## config.mk

```make
export PLATFORM = sky130hd
export DESIGN_NAME = signed_int_to_decimal_ascii_flat
export DESIGN_NICKNAME = d
export VERILOG_FILES = /design/src/hw/rtl/sitda_pkg.sv /design/src/hw/rtl/sitda_if.sv /design/src/hw/rtl/sitda_conv.sv /design/src/hw/rtl/sitda_ser.sv /design/src/hw/rtl/signed_int_to_decimal_ascii.sv /design/src/flat_wrapper.sv
export SDC_FILE = /design/constraint.sdc
export NUM_CORES = 1
export LEC_CHECK = 0
export ABC_AREA = 1
export BUFFER_PORTS_ARGS = -buffer_cell sky130_fd_sc_hd__buf_2
export CAP_MARGIN = 20
export CORE_MARGIN = 1.5
export CORE_UTILIZATION = 45
export CTS_BUF_LIST = sky130_fd_sc_hd__clkbuf_8 sky130_fd_sc_hd__clkbuf_16
export CTS_CLUSTER_DIAMETER = 80
export DETAILED_ROUTE_END_ITERATION = 8
export SYNTH_ARGS = -nofsm -noshare
export SYNTH_HDL_FRONTEND = slang
export SYNTH_SLANG_ARGS = --single-unit
```

## constraint.sdc

```tcl
create_clock -name clk -period 5.26 [get_ports clk]
set_input_delay 0.263 -clock clk [delete_from_list [all_inputs] [get_ports clk]]
set_output_delay 0.263 -clock clk [all_outputs]
set_load 0.1 [all_outputs]
```

## src/hw/rtl/sitda_pkg.sv

```systemverilog
// shared types and constants for the integer to decimal text converter
package sitda_pkg;
	localparam int ValW = 32;
	localparam int NumDigits = 10;
	localparam int CharW = 6;
	localparam logic [CharW-1:0] ChZero = 6'd48;
	localparam logic [CharW-1:0] ChMinus = 6'd45;
	typedef logic [3:0] bcd_t;
	typedef bcd_t [NumDigits-1:0] digits_t;
	// one binary bit shifted into a bcd register with add-3 correction
	function automatic logic [4*NumDigits-1:0] dd_step(input logic [4*NumDigits-1:0] b,
			input logic bit_in);
		logic [4*NumDigits-1:0] t;
		t = b;
		for (int d = 0; d < NumDigits; d++) begin
			if (t[4*d +: 4] >= 4'd5) t[4*d +: 4] = t[4*d +: 4] + 4'd3;
		end
		return {t[4*NumDigits-2:0], bit_in};
	endfunction
endpackage

```

## src/hw/rtl/sitda_if.sv

```systemverilog
// valid/ready channel interface
interface sitda_if #(parameter int W = 1) (input logic clk);
	logic valid;
	logic ready;
	logic [W-1:0] data;
	modport source(output valid, output data, input ready);
	modport sink(input valid, input data, output ready);
endinterface

```

## src/hw/rtl/sitda_conv.sv

```systemverilog
// pipelined double-dabble: eight input bits per stage, four stages
module sitda_conv import sitda_pkg::*; (
	input logic clk,
	input logic arst_n,
	input logic in_valid,
	output logic in_ready,
	input logic [ValW-1:0] in_value,
	output logic out_valid,
	input logic out_ready,
	output logic out_neg,
	output logic [4*NumDigits-1:0] out_bcd
);
	logic [3:0] v_q;
	logic [3:0] adv;
	logic [ValW-1:0] mag_q [4];
	logic [4*NumDigits-1:0] bcd_q [4];
	logic neg_q [4];
	logic [ValW-1:0] mag_in;
	logic [4*NumDigits-1:0] nxt [4];

	assign adv[3] = !v_q[3] || out_ready;
	assign adv[2] = !v_q[2] || adv[3];
	assign adv[1] = !v_q[1] || adv[2];
	assign adv[0] = !v_q[0] || adv[1];
	assign in_ready = adv[0];
	assign mag_in = in_value[ValW-1] ? (~in_value + 1'b1) : in_value;

	always_comb begin
		// first stage starts from an empty bcd register
		nxt[0] = '0;
		for (int k = 0; k < 8; k++) begin
			nxt[0] = dd_step(nxt[0], mag_in[ValW-1-k]);
		end
		for (int s = 1; s < 4; s++) begin
			nxt[s] = bcd_q[s-1];
			for (int k = 0; k < 8; k++) begin
				nxt[s] = dd_step(nxt[s], mag_q[s-1][ValW-1-k]);
			end
		end
	end

	always_ff @(posedge clk or negedge arst_n) begin
		if (!arst_n) begin
			v_q <= '0;
		end else begin
			if (adv[0]) v_q[0] <= in_valid;
			for (int s = 1; s < 4; s++) if (adv[s]) v_q[s] <= v_q[s-1];
		end
	end

	always_ff @(posedge clk) begin
		if (adv[0]) begin
			mag_q[0] <= mag_in << 8;
			bcd_q[0] <= nxt[0];
			neg_q[0] <= in_value[ValW-1];
		end
		for (int s = 1; s < 4; s++) begin
			if (adv[s]) begin
				mag_q[s] <= mag_q[s-1] << 8;
				bcd_q[s] <= nxt[s];
				neg_q[s] <= neg_q[s-1];
			end
		end
	end

	assign out_valid = v_q[3];
	assign out_neg = neg_q[3];
	assign out_bcd = bcd_q[3];
endmodule

```

## src/hw/rtl/sitda_ser.sv

```systemverilog
// character serializer: sign, then digits without leading zeros
module sitda_ser import sitda_pkg::*; (
	input logic clk,
	input logic arst_n,
	input logic in_valid,
	output logic in_ready,
	input logic in_neg,
	input logic [4*NumDigits-1:0] in_bcd,
	output logic out_valid,
	input logic out_ready,
	output logic [CharW-1:0] out_char,
	output logic out_last
);
	logic busy_q;
	logic sign_q;
	logic [3:0] idx_q;
	logic [4*NumDigits-1:0] bcd_q;
	logic [3:0] top;
	logic fire;

	// highest nonzero digit, zero gives digit 0
	always_comb begin
		top = '0;
		for (int d = 0; d < NumDigits; d++) if (in_bcd[4*d +: 4] != 4'd0) top = 4'(d);
	end

	assign out_valid = busy_q;
	assign fire = busy_q && out_ready;
	assign out_last = !sign_q && idx_q == 4'd0;
	assign out_char = sign_q ? ChMinus : ChZero + {2'b00, bcd_q[4*idx_q +: 4]};
	assign in_ready = !busy_q || (fire && out_last);

	always_ff @(posedge clk or negedge arst_n) begin
		if (!arst_n) begin
			busy_q <= 1'b0;
			sign_q <= 1'b0;
			idx_q <= '0;
		end else if (in_valid && in_ready) begin
			busy_q <= 1'b1;
			sign_q <= in_neg;
			idx_q <= top;
		end else if (fire) begin
			if (sign_q) sign_q <= 1'b0;
			else if (idx_q == 4'd0) busy_q <= 1'b0;
			else idx_q <= idx_q - 4'd1;
		end
	end

	always_ff @(posedge clk) begin
		if (in_valid && in_ready) bcd_q <= in_bcd;
	end
endmodule

```

## src/hw/rtl/signed_int_to_decimal_ascii.sv

```systemverilog
// top level of the signed 32-bit integer to decimal ascii converter
// Each input beat carries a signed 32-bit value; the block returns its
// decimal text one character per output beat, most significant first, with
// a leading '-' for negatives, no leading zeros, and is_last on the final
// character. A four-stage double-dabble pipeline converts the magnitude,
// then a serializer emits 1 to 11 characters, one per cycle while the
// receiver is ready; the serializer's single output port sets that rate,
// while the pipeline already accepts the following values. Each value
// passes the pipeline stage registers, then the serializer's registers.
module signed_int_to_decimal_ascii import sitda_pkg::*; (
	input logic clk,
	input logic arst_n,
	sitda_if.sink in_ch,
	sitda_if.source out_ch
);
	logic c_valid;
	logic c_ready;
	logic c_neg;
	logic [4*NumDigits-1:0] c_bcd;
	logic [CharW-1:0] ch;
	logic last;

	// binary to bcd pipeline
	sitda_conv u_conv (
		.clk(clk), .arst_n(arst_n),
		.in_valid(in_ch.valid), .in_ready(in_ch.ready), .in_value(in_ch.data),
		.out_valid(c_valid), .out_ready(c_ready), .out_neg(c_neg), .out_bcd(c_bcd)
	);

	// sign and digits out one beat at a time
	sitda_ser u_ser (
		.clk(clk), .arst_n(arst_n),
		.in_valid(c_valid), .in_ready(c_ready), .in_neg(c_neg), .in_bcd(c_bcd),
		.out_valid(out_ch.valid), .out_ready(out_ch.ready),
		.out_char(ch), .out_last(last)
	);

	// payload: {is_last, character}
	assign out_ch.data = {last, ch};
endmodule

```

## src/flat_wrapper.sv

```systemverilog
// flat-port wrapper written by rule: the top's interface ports become plain ports
module signed_int_to_decimal_ascii_flat import sitda_pkg::*;
  (clk, arst_n, in_ch_valid, in_ch_data, in_ch_ready, out_ch_valid, out_ch_data, out_ch_ready);
  sitda_if #(.W(ValW)) in_ch_i (.clk(clk));
  sitda_if #(.W(CharW + 1)) out_ch_i (.clk(clk));
  input logic clk;
  input logic arst_n;
  input wire logic [$bits(in_ch_i.valid)-1:0] in_ch_valid;
  input wire logic [$bits(in_ch_i.data)-1:0] in_ch_data;
  output wire logic [$bits(in_ch_i.ready)-1:0] in_ch_ready;
  output wire logic [$bits(out_ch_i.valid)-1:0] out_ch_valid;
  output wire logic [$bits(out_ch_i.data)-1:0] out_ch_data;
  input wire logic [$bits(out_ch_i.ready)-1:0] out_ch_ready;
  assign in_ch_i.valid = in_ch_valid;
  assign in_ch_i.data = in_ch_data;
  assign in_ch_ready = in_ch_i.ready;
  assign out_ch_valid = out_ch_i.valid;
  assign out_ch_data = out_ch_i.data;
  assign out_ch_i.ready = out_ch_ready;
  signed_int_to_decimal_ascii u_core (.clk(clk), .arst_n(arst_n), .in_ch(in_ch_i), .out_ch(out_ch_i));
endmodule
```

# == Yosys cells after proc, flatten, opt, wreduce, memory -nomap -nowiden ==
# Memories as Yosys holds them, arrays and structs flattened.
# Cells that the tools add are included.
# op_classes
n_addsub,250
magnitude_cmp,247
n_eq_ne,2
n_shift,1
muxes,276
bitwise,1
n_reduce_logical,29
# ops
op,n
$ge 4x3->1 const B,245
$mux 4,234
$add 4x2->4 const B,221
$add 3x2->3 const B,24
$mux 3,24
$shiftx 40x7->4,1
$reduce_bool 4->1,9
$add 32x1->32 const B,1
$mux 32,1
$not 32->32,1
$mux 1,15
$add 3x2->4 const B,2
$add 5x5->6 const A,1
$ge 3x3->1 const B,2
$logic_not 1->1,6
$mux 6,1
$reduce_and 3->1,2
$logic_or 1x1->1,5
$logic_and 1x1->1,4
$logic_not 4->1,1
$ne 2x1->1 const B,2
$reduce_bool 2->1,2
$sub 4x1->4 const B,1
$mux 2,1
# totals
reg_bits,50
ram_bits,260
in_bits,36
out_inout_bits,9
elab_cells,817
memories,3
# memory_table
memory,words,width,rd,rd_ports_with_merged_regs,write_ports,line,source
u_core.u_conv.bcd_q,4,40,4,0,4,sitda_conv.sv:16,logic [4*NumDigits-1:0] bcd_q [4];
u_core.u_conv.mag_q,4,24,3,0,4,sitda_conv.sv:15,logic [ValW-1:0] mag_q [4];
u_core.u_conv.neg_q,4,1,4,0,4,sitda_conv.sv:17,logic neg_q [4];

# == Logic depth before layout (Yosys ltp) ==
# An unclocked memory read counts as a cell.
# logic_depth
ltp_word,17
mapped_depth,51

# == Hierarchy ==
# A second synthesis with hierarchy kept.
# hier_totals
cells_unflattened,3472
area_unflattened_um2,23259.8
# modules_own_cells
mod,n_inst,cells_each,area_per_inst_um2
sitda_conv,1,3259,21053.9
sitda_ser,1,212,2198.4
signed_int_to_decimal_ascii,1,1,7.5

# == Least setup slack after synthesis ==
# Ideal clock, no wire load.
# synth_path
path_type,flip-flop to flip-flop
start,mem u_core.u_conv.bcd_q[0][4] in the netlist's numbering
end,mem u_core.u_conv.bcd_q[1][17] in the netlist's numbering (data pin)
setup_ps,261
arrival_time_ps,5055
required_ps,4999
slack_ps,-56
stages_incl_launch_ff,42
path_buffers,0
synth_period_minus_slack_ps,5316
cell_sequence,edfxtp_1 inv_1 ha_1 inv_1 nand2_2 nand2_1 nand2_1 o21ai_4 nor2_1 inv_1 ha_1 a21oi_1 xor2_2 ha_1 nand2_1 nand2_1 inv_2 nand2_2 (+6 left out) ha_1 a21oi_1 inv_1 xor2_1 inv_2 ha_1 a21oi_1 nand2_4 xor2_2 nand2_2 nand4_1 nand2_1 inv_1 ha_1 inv_1 o21ai_0 inv_1 xor2_1
# synth_rtl
item,line
"start, declared",sitda_conv.sv:16

==> flow_summary.yaml <==
timing:
  setup_viol: 0
  fmax_mhz: 192.0
  maxSlewHeadroom_pct: 51.58
  worstMarginPinSlew_ns: 0.7188
  drv_slew: 0
  hold_viol_final: 0
  fin_crit_ns: 5.208
  rsz0062_at_grt: "yes"
  clock_skew_ns: 0.01367
  worst_slack_ns: 0.05212
  timing.hold.ws_ns: 0.03757
  period_share_pct: 99.01
drt:
  routedWlPerCell_um: 11.67
  wl_um: 51920
  drc: 0
  first_pass_iters: 5
  vias: 22250
  drt_iter0_drc: 730
  vias_per_cell: 5.003
  antenna_left: 0
floorplan:
  rows: 83
  fp.dieH_um: 232.1
  core_um2: 51610
  num_io_pins: 45
  die_w_um: 232.1
  dieArea_um2: 53850
  initial_core_util_pct: 45.74
clock_tree:
  cts_buffer_depth: 3
  cts_buffers: 27
  htree_levels: 1
  clockRootBuffer: "clkbuf_16"
  clk_latency_ns: 0.54
  clk_pin_slew_worst_paths_ns: 0.06
  tritoncts: "yes"
  clock-sinks: 204
critical_path:
  cp-end-kind: "flop"
  critPathLaunchType: "flop"
  required_ns: 5.54
  crit_family: "simple AND/OR/NAND/NOR gates"
  r2r_slack_ns: 0.05
  arrival_ns: 5.49
  critPathMaxStageDelay_ns: 0.42
  worstSetupPathType: "reg -> reg"
  critPathMaxFanout: 4
  cpMaxStageDelayCell: "edfxtp_1"
  crit_buf_inv: 6
  cp_common_cell: "nand2_4"
synth:
  synthCells: 3388
  ys_seq_elements: 204
  ys_top_cells_by_area: "edfxtp_1, nand2_1, inv_1"
  syn_area_um2: 23610
  async_flop_share_pct: 4.902
  yosysTopAreaCell: "edfxtp_1"
  ys_seq_area_share_pct: 25.74
  yosysWarnings: 0
  synth_edf_count: 194
  syn-num-nets: 3561
  synth_top_area_share_pct: 24.68
  ys_types: 62
  syn_avg_cell_area_um2: 6.968
  synth_ff_type: "edfxtp_1"
finish:
  fillers: 4483
  antennaDiodeCount: 0
  seqCellArea_um2: 6076
  final_common_cell: "nand2_1"
  drive_gt1_share_pct: 38.16
  syn_to_final_growth_pct: 30.29
  fin_area_um2: 30760
  multi_input_area_um2: 18180
  final_cell_mix: "nand2_1, inv_1, nand2_2"
  nNetsFinal: 3921
grt:
  grt_max_degree: 43
  grt_antenna_before_repair: 0
  first_global_vias: 20580
  grt_pass1_wl_um: 82290
  grt-ovfl-total: 0
  grt_use_total_pct: 17.21
placement:
  dp_worst_setup_slack_ns: -0.2829
  placed_area_um2: 25590
  gp_congestion: 0.8582
  hpwl_um: 37810
  io_buffers: 43
outcome:
  status: "complete, no violations"
min_path:
  hp-class: "in -> reg"
flow_run:
  maxCapViolations: 0
-- sequential cells by signal, indices dropped and copies added (netlist names) --
name	count
u_core.u_conv.neg_q	4
u_core.u_ser.idx_q	4
u_core.u_ser.bcd_q	40
u_core.u_conv.bcd_q	102
u_core.u_conv.mag_q	48
u_core.u_ser.out_valid	1
u_core.u_conv.v_q	4
u_core.u_ser.sign_q	1
-- cell usage after synthesis (all sizes together), types with 26 or more instances --
master / number
nand3: 422
xor2: 92
inv: 574
ha: 137
o21ai: 179
nor2: 79
nand3b: 26
and2: 39
a21oi: 30
nand2: 1337
edfxtp: 194
a21o: 32
nand4: 114
-- routing by layer --
metal / GRT usage, % / wire length (um) / vias to the layer above
met3: 2.051 / 1062 / 61
met5: 0 / 0 / -
met1: 19.01 / 21360 / 10250
met4: 3.186 / 837 / 0
li1: - / - / 11770
met2: 34.75 / 28660 / 173
-- final cells by class --
class / instances / area share [%]
Clock buffer: 27 / 2.197
Clock inverter: 22 / 0.8013
Inverter: 577 / 7.070
Multi-Input combinational cell: 2597 / 59.12
Sequential cell: 204 / 19.75
Tap cell: 680 / 2.766
Timing Repair Buffer: 341 / 8.298
-- kinds of logic after synthesis --
group,after synthesis,synth area share [%]
adder cells (fa/ha/maj),137,7.261
flip-flops,204,25.74
XOR/XNOR,116,5.210
AND/OR/NAND/NOR,2052,44.07
AO/OA/AOI/OAI,290,8.299
multiplexers,1,0.04240
other,1,0.01588
buffers and inverters,587,9.370
-- through the flow --
stage | cells | TNS, ns | util (%)
2_1_floorplan | 3388 | 0 | -
4_1_cts | 4302 | -0.0008833 | 52.29
3_3_place_gp | 4225 | -0.5149 | 49.57
5_1_grt | 4448 | -6.367 | 59.60
6_report | 4448 | 0 | 59.60
3_5_place_dp | 4225 | -6.921 | 49.57
-- worst register-to-register path: cells and delay by family (launching register included) --
kind	cells	cell delay (ns)
AND/OR/NAND/NOR	18	1.73
adder cells (fa/ha/maj)	6	1.13
AO/OA/AOI/OAI	4	0.74
XOR/XNOR	3	0.51
buffers and inverters	6	0.46
flip-flops	1	0.42
-- final timing paths --
| kind | depth (start not counted) | to | start |
|---|---|---|---|
| worst max-delay path | 37 | u_core.u_conv.bcd_q[3][37] | u_core.u_conv.bcd_q[2][24] |
| worst min-delay path | 4 | u_core.u_ser.out_valid | out_ch_ready |
| worst max register to register | 37 | u_core.u_conv.bcd_q[3][37] | u_core.u_conv.bcd_q[2][24] |
| worst min register to register | 0 | u_core.u_conv.mag_q[1][16] | u_core.u_conv.mag_q[0][8] |
| max in group asynchronous | 2 | u_core.u_conv.v_q[0] | arst_n |
| min in group asynchronous | 2 | u_core.u_ser.idx_q[0] | arst_n |
-- what timing repair did --
item / in CTS / in global routing
resized for setup: 72 / 653
setup endpoints to repair: 54 / 82
setup buffers: 25 / 148
hold buffers: 3 / 0
pin swaps: 31 / 334
hold endpoints to repair: 12 / 0
Power is not shown: default switching activity piles up to over one toggle a cycle in this logic, so the estimate is an artifact.
